[src/sv/lcc_pkg.sv]
// ----------------------------------------------------------------------------
// LED color cross-fade package
// Shared widths, command codes, defaults and the cell control bundle.
// ----------------------------------------------------------------------------
package lcc_pkg;

   // Field widths.
   localparam int CMD_W   = 2;
   localparam int COLOR_W = 24;
   localparam int CHAN_W  = 8;
   localparam int CHAN_N  = 3;
   localparam int INDEX_W = 3;
   localparam int STEP_W  = 5;

   // Blend arithmetic: a channel numerator stays below 2^NUM_W for any step
   // count up to 30, and the reciprocal shift makes the quotient exact.
   localparam int NUM_W    = CHAN_W + STEP_W;
   localparam int RECIP_SH = NUM_W + STEP_W;
   localparam int PROD_W   = 32;

   // Parameter defaults.
   localparam int LED_COUNT_DEF  = 8;
   localparam int FADE_STEPS_DEF = 21;

   // Command codes.
   localparam logic [CMD_W-1:0] CMD_TICK = 2'd0;
   localparam logic [CMD_W-1:0] CMD_SET  = 2'd1;
   localparam logic [CMD_W-1:0] CMD_FADE = 2'd2;

   // Sequencer states.
   typedef enum logic [2:0] {
      ST_IDLE,
      ST_MUL,
      ST_DIV,
      ST_FIN,
      ST_EMIT
   } state_type;

   // Control bundle broadcast from the sequencer to every cell.
   typedef struct packed {
      logic set_target;
      logic copy_start;
      logic mul_en;
      logic div_en;
      logic fin_en;
      logic shift_en;
   } cell_ctrl_type;

endpackage

[src/sv/lcc_cell.sv]
// ----------------------------------------------------------------------------
// LED color cross-fade cell
// Holds one LED's target, start and shown colors, blends them in three
// registered stages and passes finished words toward the head of the chain.
// ----------------------------------------------------------------------------
module lcc_cell
   import lcc_pkg::*;
#(
   parameter int FADE_STEPS = FADE_STEPS_DEF
) (
   input  logic                clock,
   input  logic                reset,
   input  cell_ctrl_type       ctrl,
   input  logic [COLOR_W-1:0]  set_color,
   input  logic [STEP_W-1:0]   step,
   input  logic [COLOR_W-1:0]  next_word,
   output logic [COLOR_W-1:0]  out_word
);

   // Reciprocal of the step count, rounded up, for an exact floor division.
   localparam int RECIP = ((1 << RECIP_SH) + FADE_STEPS - 1) / FADE_STEPS;

   logic [COLOR_W-1:0] target_ff, target_in;
   logic [COLOR_W-1:0] start_ff, start_in;
   logic [COLOR_W-1:0] shown_ff, shown_in;
   logic [COLOR_W-1:0] out_ff, out_in;
   logic [NUM_W-1:0]   ps_ff [CHAN_N];
   logic [NUM_W-1:0]   pt_ff [CHAN_N];
   logic [PROD_W-1:0]  prod_ff [CHAN_N];
   logic [COLOR_W-1:0] blended;
   logic [STEP_W-1:0]  rest;

   assign rest = STEP_W'(FADE_STEPS) - step;

   // Color state: targets load on a set command, starts copy the shown colors.
   always_comb begin
      target_in = ctrl.set_target ? set_color : target_ff;
      start_in  = ctrl.copy_start ? shown_ff : start_ff;
      shown_in  = ctrl.fin_en ? blended : shown_ff;
   end

   always_ff @(posedge clock) begin
      if (reset) begin
         target_ff <= '0;
         start_ff  <= '0;
         shown_ff  <= '0;
      end else begin
         target_ff <= target_in;
         start_ff  <= start_in;
         shown_ff  <= shown_in;
      end
   end

   // Blend pipeline: two products, then the sum times the reciprocal.
   always_ff @(posedge clock) begin
      for (int c = 0; c < CHAN_N; c++) begin
         if (ctrl.mul_en) begin
            ps_ff[c] <= NUM_W'(start_ff[c*CHAN_W +: CHAN_W]) * NUM_W'(rest);
            pt_ff[c] <= NUM_W'(target_ff[c*CHAN_W +: CHAN_W]) * NUM_W'(step);
         end
         if (ctrl.div_en) begin
            prod_ff[c] <= PROD_W'(ps_ff[c] + pt_ff[c]) * PROD_W'(RECIP);
         end
      end
   end

   always_comb begin
      for (int c = 0; c < CHAN_N; c++) begin
         blended[c*CHAN_W +: CHAN_W] = prod_ff[c][RECIP_SH +: CHAN_W];
      end
   end

   // Output word: loaded with the new shown color, then shifted to the head.
   always_comb begin
      out_in = out_ff;
      if (ctrl.fin_en) begin
         out_in = blended;
      end else if (ctrl.shift_en) begin
         out_in = next_word;
      end
   end

   always_ff @(posedge clock) begin
      out_ff <= out_in;
   end

   assign out_word = out_ff;

endmodule

[config.mk]
export PLATFORM = sky130hd
export DESIGN_NAME = lcc_cell
export DESIGN_NICKNAME = d
export VERILOG_FILES = /design/src/sv/lcc_pkg.sv /design/src/sv/lcc_cell.sv
export SDC_FILE = /design/constraint.sdc
export NUM_CORES = 1
export LEC_CHECK = 0
export ABC_CLOCK_PERIOD_IN_PS = 7440
export BUFFER_PORTS_ARGS = -buffer_cell sky130_fd_sc_hd__buf_4
export CAP_MARGIN = 20
export CORE_MARGIN = 5
export CORE_UTILIZATION = 25
export CTS_BUF_LIST = sky130_fd_sc_hd__clkbuf_2 sky130_fd_sc_hd__clkbuf_4 sky130_fd_sc_hd__clkbuf_8
export DETAILED_ROUTE_END_ITERATION = 8
export HOLD_SLACK_MARGIN = 0.08
export PLACE_DENSITY = 0.46
export SYNTH_ARGS = -nofsm -noshare
export SYNTH_HDL_FRONTEND = slang
export SYNTH_SLANG_ARGS = --single-unit
[constraint.sdc]
create_clock -name clock -period 7.44 [get_ports clock]
set_input_delay 1.488 -clock clock [delete_from_list [all_inputs] [get_ports clock]]
set_output_delay 1.488 -clock clock [all_outputs]
set_load 0.005 [all_outputs]
==> flow_metrics.tcl <==
set metrics [dict create \
    status "completed" \
    fin_nets 2767 \
    synth_top_family_by_area "adder cells" \
    syn_to_final_growth_pct 10.70 \
    drt_iter0_drc 519 \
    clk_pin_slew_ps 120 \
    synth_ff_type "edfxtp_1" \
    regToRegStartpoint "pt_ff[0][26]" \
    synth_fa_ha_area_frac 0.4044 \
    ys_types 55 \
    grt_pass1_wl_um 76340 \
    antenna_cells 0 \
    hold_viol 0 \
    wirelength_um 45260 \
    syn-num-nets 2707 \
    start_util 0.2520 \
    routed_via_density 4.283 \
    yosys.area_share.xor_xnor 0.05216 \
    finalCriticalPeriod_ps 6808 \
    cts_buffers 17 \
    rrSetupSlack_ps 630 \
    rsz0062_at_grt "no" \
    core_area_mm2 0.08198 \
    fin_area_mm2 0.02286 \
    fin_skew_ps 21.17 \
    worstSetupEndpoint "prod_ff[0][71]" \
    synthMuxAreaShare 0.02326 \
    num_rows 105 \
    syn_inst 2084 \
    cts_hold_buf 0 \
    track_usage 0.1056 \
    fmax_mhz 146.9 \
    hold_class "reg -> reg" \
    timing.rr.end "prod_ff[0][71]" \
    numPortBuffers 84 \
    ios 85 \
    vias 13820 \
    wl_per_cell_um 14.02 \
    r2r_cells 27 \
    dr.pass1.iters 5 \
    nFillCells 8758 \
    antenna_found_initial 0 \
    synth_area_per_cell_um2 9.911 \
    drive_gt1_frac 0.05934 \
    setup_tns_ps 0 \
    required_ps 7780 \
    dpl-instance-area_mm2 0.02247 \
    synth-compound-area-share 0.08220 \
    setup_viol 0 \
    htreeDepth 4 \
    die-area_mm2 0.08847 \
    yosys.area_share.simple 0.1105 \
    crit_start "pt_ff[0][26]" \
    synth_edf_count 126 \
    finalMaxSlewViolations 0 \
    die_w_um 297.4 \
    fin_crit_sh 0.9151 \
    tritoncts "built" \
    end_kind "flop" \
    ys.warnings.count 0 \
    synthesis.area_mm2 0.02065 \
    max_cap_viol_count 0 \
    grt_max_degree 79 \
    drc 0 \
    dp_hpwl_um 37460 \
    worst_slew_pin_slew_ps 1031 \
    drt.antenna.violating_nets 0 \
    ys_seq_elements 198 \
    grt_pass1_vias 14800 \
    cts_buffer_depth 2 \
    cts.sink_count 198 \
    synth-seq-area-share 0.2530 \
    critPathArrivalTime_ps 7150 \
    worstSetupPathType "reg -> reg" \
    multi_input_area_mm2 0.01389 \
    seqCellArea_mm2 0.005225 \
    async_flop_share 0 \
    cts_resized 0 \
    clk_latency_ps 560 \
    pre_cts_slack_ps 635.2 \
    path_max_fanout 4 \
    gp_congestion 0.8241 \
    grt_remaining_overflow 0 \
    finalWorstSetupSlack_ps 631.5 \
    dieHeight_um 297.4 \
    relSlewSlack 0.3126 \
    startpoint_type "flop" \
    postCtsSetupBuffers 0 \
    cts-root-buf "clkbuf_8" \
]
## worst max-delay path: stages (launching register included)
cell and delay, ps:
edfxtp_1 390, ha_1 240, fa_1 420, nand3_1 160
a21boi_0 140, o21a_1 210, o21a_1 180, or2_1 220
a41oi_1 260, nor2b_1 190, xnor2_1 210, ha_1 300
ha_1 310, inv_1 70, fa_1 530, inv_1 50
fa_1 490, inv_1 50, fa_1 520, inv_1 50
ha_1 300, o21a_1 190, o21ai_0 190, o211ai_2 150
a21oi_2 290, nor2_1 100, o21a_1 180, o211a_1 220
## metal layers
| layer | part of all wire | global-route usage | up-vias | wire length [µm] |
|---|---|---|---|---|
| met4 | 0.011 | 0.02210 | 0 | 510 |
| met2 | 0.44 | 0.1672 | 173 | 19890 |
| met5 | 0 | 0 | - | 0 |
| met3 | 0.034 | 0.02051 | 30 | 1535 |
| met1 | 0.52 | 0.1504 | 6651 | 23320 |
| li1 | - | - | 6967 | - |
## state kept, by name, indices dropped and copies added (netlist names)
register and count:
ps_ff 39, pt_ff 39, out_word 24, prod_ff 24
shown_ff 24, start_ff 24, target_ff 24
## logic make-up (layout without fill, tap and decap cells)
| group | after synthesis | after routing |
|---|---|---|
| AOI/OAI and AO/OA | 278 | 278 |
| DFF | 198 | 198 |
| xor gates and xnor gates | 123 | 123 |
| and+or+nand+nor | 465 | 465 |
| adders and majority gates | 562 | 562 |
| buffers and inverters | 410 | 483 |
| muxes | 48 | 48 |
## area by class of cell
class                           count  area share
Sequential cell                   198      0.2285
Multi-Input combinational cell   1476      0.6075
Tap cell                         1070     0.05855
Inverter                          364     0.05976
Timing Repair Buffer               87     0.02857
Clock buffer                       17     0.01023
Clock inverter                     15    0.006840
## how the worst min path moves through the flow
stage | startpoint | end | depth (start not counted)
after floorplan | shown_ff[10] | shown_ff[10] | 2
after global placement | shown_ff[17] | shown_ff[17] | 2
after detailed placement | shown_ff[3] | shown_ff[3] | 2
after CTS | shown_ff[3] | shown_ff[3] | 2
after global routing | shown_ff[3] | shown_ff[3] | 2
final | shown_ff[5] | shown_ff[5] | 2
## per-stage QoR
step                      std cells  hold WS, ps  utilization
final                          3227        483.3       0.2789
after global routing           3227        506.5       0.2789
after CTS                      3227        483.5       0.2789
after floorplan                2084        449.7            -
after global placement         3195        457.8       0.2741
after detailed placement       3195        464.2       0.2741
## synthesized netlist by cell type, drive strengths merged, types with 31 or more instances
master	n	area, µm²
xnor2	86	753.2
fa	176	3523
mux2i	48	480.5
edfxtp	126	3784
dfxtp	72	1441
xor2	37	324.1
nand2	163	611.8
ha	386	4830
o21ai	68	340.3
inv	364	1366
a21oi	112	568.1
clkbuf	42	157.7
nor2	81	304.0
nand2b	52	325.3
a21o	36	270.3
nor2b	31	193.9
and2	97	606.8
## cells in the final DEF, fill, tap and decap left out, types with 6 or more instances in the layout
cell type | Yosys | layout
ha_1 | 386 | 386
inv_1 | 364 | 364
fa_1 | 176 | 176
nand2_1 | 163 | 163
edfxtp_1 | 126 | 126
a21oi_1 | 110 | 110
and2_1 | 97 | 97
buf_4 | 0 | 87
xnor2_1 | 86 | 86
nor2_1 | 81 | 81
dfxtp_1 | 72 | 72
o21ai_0 | 67 | 67
nand2b_1 | 52 | 52
mux2i_1 | 48 | 48
xor2_1 | 37 | 37
a21o_1 | 36 | 36
nor2b_1 | 31 | 31
clkbuf_8 | 0 | 17
o21bai_1 | 14 | 14
nor3_1 | 12 | 12
o21a_1 | 11 | 11
nand3_1 | 10 | 10
o211ai_1 | 6 | 6
Power is left out: the tool's default activity adds up to more than one toggle a clock period on the data nets, which glitch-free logic cannot reach.
